===== src/hdl/sik_pkg.sv =====
`timescale 1ns / 1ps
// ----------------------------------------------------------------------------
// Stewart inverse kinematics package
// Shared widths, constants, joint tables, the arctangent table and the
// structures that pass between the front end, the queue and the back end.
// ----------------------------------------------------------------------------
package sik_pkg;

    // Fixed geometry and default settings.
    localparam int LEG_COUNT        = 6;
    localparam int LEG_IDX_W        = 3;
    localparam int CORDIC_STEPS_DEF = 16;
    localparam int ATAN_ENTRIES     = 24;
    localparam int QUEUE_DEPTH      = 4;

    // Word widths.
    localparam int POS_W   = 19;
    localparam int PZ_W    = 21;
    localparam int ANG_IN_W = 16;
    localparam int HOME_W  = 19;
    localparam int ANG_W   = 34;
    localparam int ROT_W   = 34;
    localparam int JNT_W   = 18;
    localparam int PROD_W  = ROT_W + JNT_W;
    localparam int VEC_W   = 33;
    localparam int SQ_W    = 58;
    localparam int ROOT_W  = 29;
    localparam int DELTA_W = 20;
    localparam int CFG_IDX_W = 1;

    // CORDIC constants in Q30.
    localparam logic signed [ANG_W-1:0] CORDIC_GAIN = 34'sd652032874;
    localparam logic signed [ANG_W-1:0] HALF_PI     = 34'sd1686629713;
    localparam logic signed [ANG_W-1:0] PI_Q30      = 34'sd3373259426;

    // Register reset values.
    localparam logic [HOME_W-1:0] HOME_LEG_RESET    = 19'd158762;
    localparam logic [HOME_W-1:0] HOME_HEIGHT_RESET = 19'd131840;

    // Saturation bounds of the delta output.
    localparam logic signed [DELTA_W+3:0] DELTA_MAX = 24'sd524287;
    localparam logic signed [DELTA_W+3:0] DELTA_MIN = -24'sd524288;

    // Configuration register indexes.
    typedef enum logic [CFG_IDX_W-1:0] {
        REG_HOME_LEG_LENGTH = 1'b0,
        REG_HOME_HEIGHT     = 1'b1
    } cfg_reg_t;

    // One CORDIC lane: vector, residual angle and the half-turn flip.
    typedef struct packed {
        logic signed [ANG_W-1:0] x;
        logic signed [ANG_W-1:0] y;
        logic signed [ANG_W-1:0] z;
        logic                    flip;
    } cordic_t;

    // Platform position in 1/256 mm, z already offset by the home height.
    typedef struct packed {
        logic signed [POS_W-1:0] x;
        logic signed [POS_W-1:0] y;
        logic signed [PZ_W-1:0]  z;
    } pos_t;

    // Rotation matrix columns needed by the legs, plus the position.
    typedef struct packed {
        logic signed [ROT_W-1:0] r00;
        logic signed [ROT_W-1:0] r01;
        logic signed [ROT_W-1:0] r10;
        logic signed [ROT_W-1:0] r11;
        logic signed [ROT_W-1:0] r20;
        logic signed [ROT_W-1:0] r21;
        pos_t                    pos;
    } rot_t;

    // Arctangent of 2^-i in Q30, truncated.
    function automatic logic signed [ANG_W-1:0] atan_q30(input int unsigned idx);
        logic signed [ANG_W-1:0] v;
        case (idx)
            0:  v = 34'sd843314856;
            1:  v = 34'sd497837829;
            2:  v = 34'sd263043836;
            3:  v = 34'sd133525158;
            4:  v = 34'sd67021686;
            5:  v = 34'sd33543515;
            6:  v = 34'sd16775850;
            7:  v = 34'sd8388437;
            8:  v = 34'sd4194282;
            9:  v = 34'sd2097149;
            10: v = 34'sd1048575;
            11: v = 34'sd524287;
            12: v = 34'sd262143;
            13: v = 34'sd131071;
            14: v = 34'sd65535;
            15: v = 34'sd32767;
            16: v = 34'sd16383;
            17: v = 34'sd8191;
            18: v = 34'sd4095;
            19: v = 34'sd2047;
            20: v = 34'sd1023;
            21: v = 34'sd511;
            22: v = 34'sd255;
            23: v = 34'sd127;
            default: v = '0;
        endcase
        return v;
    endfunction

    // Upper (platform) joint coordinates in 1/256 mm.
    function automatic logic signed [JNT_W-1:0] upper_x(input logic [LEG_IDX_W-1:0] leg);
        logic signed [JNT_W-1:0] v;
        case (leg)
            3'd0: v = -18'sd12800;
            3'd1: v = 18'sd12800;
            3'd2: v = 18'sd102201;
            3'd3: v = 18'sd89401;
            3'd4: v = -18'sd89401;
            3'd5: v = -18'sd102201;
            default: v = '0;
        endcase
        return v;
    endfunction

    function automatic logic signed [JNT_W-1:0] upper_y(input logic [LEG_IDX_W-1:0] leg);
        logic signed [JNT_W-1:0] v;
        case (leg)
            3'd0: v = -18'sd110622;
            3'd1: v = -18'sd110622;
            3'd2: v = 18'sd44226;
            3'd3: v = 18'sd66396;
            3'd4: v = 18'sd66396;
            3'd5: v = 18'sd44226;
            default: v = '0;
        endcase
        return v;
    endfunction

    // Lower (base) joint coordinates in 1/256 mm.
    function automatic logic signed [JNT_W-1:0] lower_x(input logic [LEG_IDX_W-1:0] leg);
        logic signed [JNT_W-1:0] v;
        case (leg)
            3'd0: v = -18'sd89401;
            3'd1: v = 18'sd89401;
            3'd2: v = 18'sd102201;
            3'd3: v = 18'sd12800;
            3'd4: v = -18'sd12800;
            3'd5: v = -18'sd102201;
            default: v = '0;
        endcase
        return v;
    endfunction

    function automatic logic signed [JNT_W-1:0] lower_y(input logic [LEG_IDX_W-1:0] leg);
        logic signed [JNT_W-1:0] v;
        case (leg)
            3'd0: v = -18'sd66396;
            3'd1: v = -18'sd66396;
            3'd2: v = -18'sd44226;
            3'd3: v = 18'sd110622;
            3'd4: v = 18'sd110622;
            3'd5: v = -18'sd44226;
            default: v = '0;
        endcase
        return v;
    endfunction

    // Product of two Q30 values, floored back to Q30.
    function automatic logic signed [ROT_W-1:0] mul30(input logic signed [ROT_W-1:0] a,
                                                      input logic signed [ROT_W-1:0] b);
        logic signed [2*ROT_W-1:0] p;
        p = a * b;
        return p[ROT_W+29:30];
    endfunction

endpackage


===== src/hdl/sik_queue.sv =====
`timescale 1ns / 1ps
// ----------------------------------------------------------------------------
// Stewart IK pose queue
// Short register queue of finished rotation sets between front and back end.
// ----------------------------------------------------------------------------
module sik_queue import sik_pkg::*;
(
    input  logic clk,
    input  logic rst_n,
    input  logic in_valid,
    input  rot_t in_data,
    output logic in_ready,
    output logic out_valid,
    output rot_t out_data,
    input  logic out_pop
);

    localparam int PTR_W = $clog2(QUEUE_DEPTH);
    localparam int CNT_W = $clog2(QUEUE_DEPTH + 1);

    rot_t             entry_reg [0:QUEUE_DEPTH-1];
    logic [PTR_W-1:0] wr_ptr_reg;
    logic [PTR_W-1:0] rd_ptr_reg;
    logic [CNT_W-1:0] count_reg;
    logic             push;
    logic             pop;

    assign in_ready  = (count_reg != CNT_W'(QUEUE_DEPTH));
    assign out_valid = (count_reg != '0);
    assign out_data  = entry_reg[rd_ptr_reg];
    assign push      = in_valid && in_ready;
    assign pop       = out_pop && out_valid;

    // Pointers and fill count.
    always_ff @(posedge clk or negedge rst_n)
    begin
        if (!rst_n)
        begin
            wr_ptr_reg <= '0;
            rd_ptr_reg <= '0;
            count_reg  <= '0;
        end
        else
        begin
            if (push)
            begin
                wr_ptr_reg <= wr_ptr_reg + 1'b1;
            end
            if (pop)
            begin
                rd_ptr_reg <= rd_ptr_reg + 1'b1;
            end
            if (push && !pop)
            begin
                count_reg <= count_reg + 1'b1;
            end
            else if (pop && !push)
            begin
                count_reg <= count_reg - 1'b1;
            end
        end
    end

    // Entry storage.
    always_ff @(posedge clk)
    begin
        if (push)
        begin
            entry_reg[wr_ptr_reg] <= in_data;
        end
    end

endmodule


===== config.mk =====
export PLATFORM = sky130hd
export DESIGN_NAME = sik_queue
export DESIGN_NICKNAME = d
export VERILOG_FILES = /design/src/hdl/sik_pkg.sv /design/src/hdl/sik_queue.sv
export SDC_FILE = /design/constraint.sdc
export NUM_CORES = 1
export LEC_CHECK = 0
export BUFFER_PORTS_ARGS = -buffer_cell sky130_fd_sc_hd__clkbuf_2
export CORE_ASPECT_RATIO = 0.9
export CORE_MARGIN = 8
export CORE_UTILIZATION = 57
export DETAILED_ROUTE_END_ITERATION = 8
export PLACE_DENSITY = 0.9
export SYNTH_ARGS = -nofsm -noshare
export SYNTH_HDL_FRONTEND = slang
export SYNTH_SLANG_ARGS = --single-unit

===== constraint.sdc =====
create_clock -name clk -period 8.5 [get_ports clk]
set_clock_uncertainty 0.2 [all_clocks]
set_input_delay 1.275 -clock clk [delete_from_list [all_inputs] [get_ports clk]]
set_output_delay 1.275 -clock clk [all_outputs]
set_load 0.1 [all_outputs]

==> insert_results.sql <==
INSERT INTO impl_metrics (metric_group, metric, value, unit) VALUES
('synth', 'netlist_area', '0.0386', 'mm^2'),
('setup_path', 'slowest_delay', '1120', 'ps'),
('sta', 'setup_viol', '0', ''),
('setup_path', 'critPathTopFamily', 'flip-flops', ''),
('sta', 'layout_worst_path_cycle_share', '60.6', '%'),
('synth', 'synth.largest_area_cell', 'sky130_fd_sc_hd__edfxtp_1', ''),
('sta', 'report.final.slew_viol_count', '0', ''),
('floorplanning', 'initial_core_util', '57.6', '%'),
('setup_path', 'r2r-end', 'entry_reg[0][153]', ''),
('placement', 'buffer_ports.inserted', '531', ''),
('synth', 'synth_area_per_cell', '27.4', 'um^2'),
('synth', 'synthesis.yosys.warnings', '0', ''),
('synth', 'synth.area.top_cells', 'sky130_fd_sc_hd__edfxtp_1 82%, sky130_fd_sc_hd__mux4_2 15%, sky130_fd_sc_hd__buf_12 1.1%', ''),
('placement', 'post-dp-hpwl', '51.1', 'mm'),
('route', 'dr_total_vias', '17594', ''),
('floorplanning', 'core_area', '0.0670', 'mm^2'),
('synth', 'net_count_after_synthesis', '1682', ''),
('setup_path', 'critPathRequiredTime', '7030', 'ps'),
('finish', 'layout.filler_cells', '3857', ''),
('setup_path', 'cp_cell_sequence', 'buf_12, mux4_2, clkbuf_2', ''),
('sta', 'worst_hold_slack', '255', 'ps'),
('run_status', 'run_status', 'completed', ''),
('route', 'drt_pre_antenna_iters', '5', ''),
('setup_path', 'critical_path.n_buffers_inverters', '2', ''),
('finish', 'layout.nets', '2266', ''),
('route', 'drt-wirelength-per-cell', '29.1', 'um'),
('synth', 'postSynthRegisterBits', '1059', ''),
('sta', 'max-slew-margin-rel', '16.2', '%'),
('synth', 'synth_top_family_by_area', 'multiplexers', ''),
('route', 'routed_via_density', '5.94', ''),
('cts', 'clk_latency', '640', 'ps'),
('cts', 'clock_tree.root_cell', 'sky130_fd_sc_hd__clkbuf_16', ''),
('setup_path', 'slowest_stage', 'sky130_fd_sc_hd__dfrtp_4', ''),
('sta', 'rsz0062_at_grt', 'false', ''),
('cts', 'cts-resized-gates', '0', ''),
('route', 'drt.antenna.violating_nets', '0', ''),
('cts', 'clock_tree.htree_level_count', '3', ''),
('synth', 'synth_adder_area_share', '0.214', '%'),
('global_route', 'grt_max_degree', '146', ''),
('setup_path', 'cp-endpoint', 'out_data[186]', ''),
('finish', 'mostFrequentLayoutCells', '1052 x sky130_fd_sc_hd__edfxtp_1, 531 x sky130_fd_sc_hd__clkbuf_2, 263 x sky130_fd_sc_hd__mux4_2, 98 x sky130_fd_sc_hd__clkbuf_16, 21 x sky130_fd_sc_hd__clkinv_2', ''),
('floorplanning', 'io-pin-count', '532', ''),
('synth', 'compound_cell_area_share_of_the_yosys_netlist', '0.0292', '%'),
('floorplanning', 'design.die.area', '0.0763', 'mm^2'),
('cts', 'clock_tree.buffer_depth', '3', ''),
('setup_path', 'critical_path_startpoint_category', 'flop', ''),
('route', 'met2_wirelength', '46.9', 'mm'),
('synth', 'yosys-mux-area-fraction', '15.4', '%'),
('global_route', 'remaining_global_route_overflow', '0', ''),
('route', 'highest_layer', 'met5', ''),
('finish', 'max_ffs_per_register', '1052', ''),
('floorplanning', 'dieHeight', '263', 'um'),
('floorplanning', 'floorplan.die.width', '290', 'um'),
('finish', 'layout.core_utilization', '67.4', '%'),
('setup_path', 'worst_setup_path_startpoint', 'rd_ptr_reg[0]', ''),
('setup_path', 'regToRegSetupSlack', '5120', 'ps'),
('synth', 'seq_area_frac_synth', '82.3', '%'),
('setup_path', 'crit_path_end_kind', 'output pin', ''),
('cts', 'clk_sinks', '1059', ''),
('sta', 'timing.final.hold_violations', '0', ''),
('cts', 'cts_made_buffers', '97', ''),
('setup_path', 'worst-path-max-fanout', '100', ''),
('finish', 'mostFrequentLayoutCell', 'sky130_fd_sc_hd__edfxtp_1', ''),
('synth', 'synth_cell_type_count', '20', ''),
('global_route', 'grt_pass1_wl', '125', 'mm'),
('global_route', 'first_global_vias', '19036', ''),
('cts', 'cts_setup_buffers', '0', ''),
('sta', 'setup-tns-final', '0', 'ps'),
('floorplanning', 'rows', '90', ''),
('setup_path', 'r2r.worst_path.cells', '4', ''),
('min_path', 'min_path_type', 'in -> async', '');
==> how the worst min path moves through the flow <==
stage,from,end,slack [ps],cells past startpoint
after global routing,rst_n,rd_ptr_reg[1],230,1
after detailed placement,count_reg[2],count_reg[2],330,1
after CTS,rst_n,rd_ptr_reg[1],230,1
after global placement,count_reg[2],count_reg[2],310,1
final,rst_n,rd_ptr_reg[1],260,1
after floorplan,count_reg[2],count_reg[2],290,1
==> worst register-to-register path, stage by stage, from the launching register on <==
cell and delay [ps]:
sky130_fd_sc_hd__dfrtp_1 430, sky130_fd_sc_hd__nor2_1 110, sky130_fd_sc_hd__a21boi_2 370, sky130_fd_sc_hd__and2_4 810, sky130_fd_sc_hd__buf_4 950
==> synthesized netlist by cell type <==
library cell and number:
sky130_fd_sc_hd__edfxtp_1 1052, sky130_fd_sc_hd__mux4_2 263, sky130_fd_sc_hd__buf_2 26, sky130_fd_sc_hd__buf_12 22, sky130_fd_sc_hd__buf_6 7, sky130_fd_sc_hd__dfrtp_1 7, sky130_fd_sc_hd__ha_1 5, sky130_fd_sc_hd__and2_1 4
sky130_fd_sc_hd__xnor2_1 4, sky130_fd_sc_hd__clkbuf_1 3, sky130_fd_sc_hd__inv_1 3, sky130_fd_sc_hd__mux2_2 2, sky130_fd_sc_hd__nand2_1 2, sky130_fd_sc_hd__nor2_1 2, sky130_fd_sc_hd__xor2_1 2, sky130_fd_sc_hd__a21boi_2 1
sky130_fd_sc_hd__buf_4 1, sky130_fd_sc_hd__fa_1 1, sky130_fd_sc_hd__nand3_1 1, sky130_fd_sc_hd__or3_1 1
==> per-stage QoR <==
stage                     std cells  instance area, um^2  setup slack (ps)
after floorplan                1409                38600              91.9
after global placement         2768                41900              3970
after detailed placement       2768                41900              3950
after CTS                      2946                45200              3250
after global routing           2959                45200              3070
final                          2960                45200              3350
==> kinds of logic after synthesis <==
kind of cell / count (synthesis)
muxes: 265
AOI/OAI and AO/OA: 1
and+or+nand+nor: 10
buffers and inverters: 62
xor gates and xnor gates: 6
DFF: 1059
adders and majority gates: 6
==> cell type report <==
cell class / instances / area, um^2 / area share, %
antenna: 14 / 35.0 / 0.0775
clock buffer: 115 / 2520 / 5.57
clock inverter: 63 / 766 / 1.69
inverter: 3 / 11.3 / 0.0249
multi-input combinational: 288 / 6150 / 13.6
sequential: 1059 / 31800 / 70.3
tap: 874 / 1090 / 2.42
timing repair buffer: 544 / 2840 / 6.29
==> metal layers <==
metal  global-route usage [%]  vias to the layer above
met5                        0                        -
met4                     8.71                        6
met3                     6.28                      161
met2                     39.7                      941
met1                     24.9                     9135
li1                         -                     7351
Power is not shown: default switching activity piles up to over one toggle a cycle in this logic, so the estimate is an artifact.
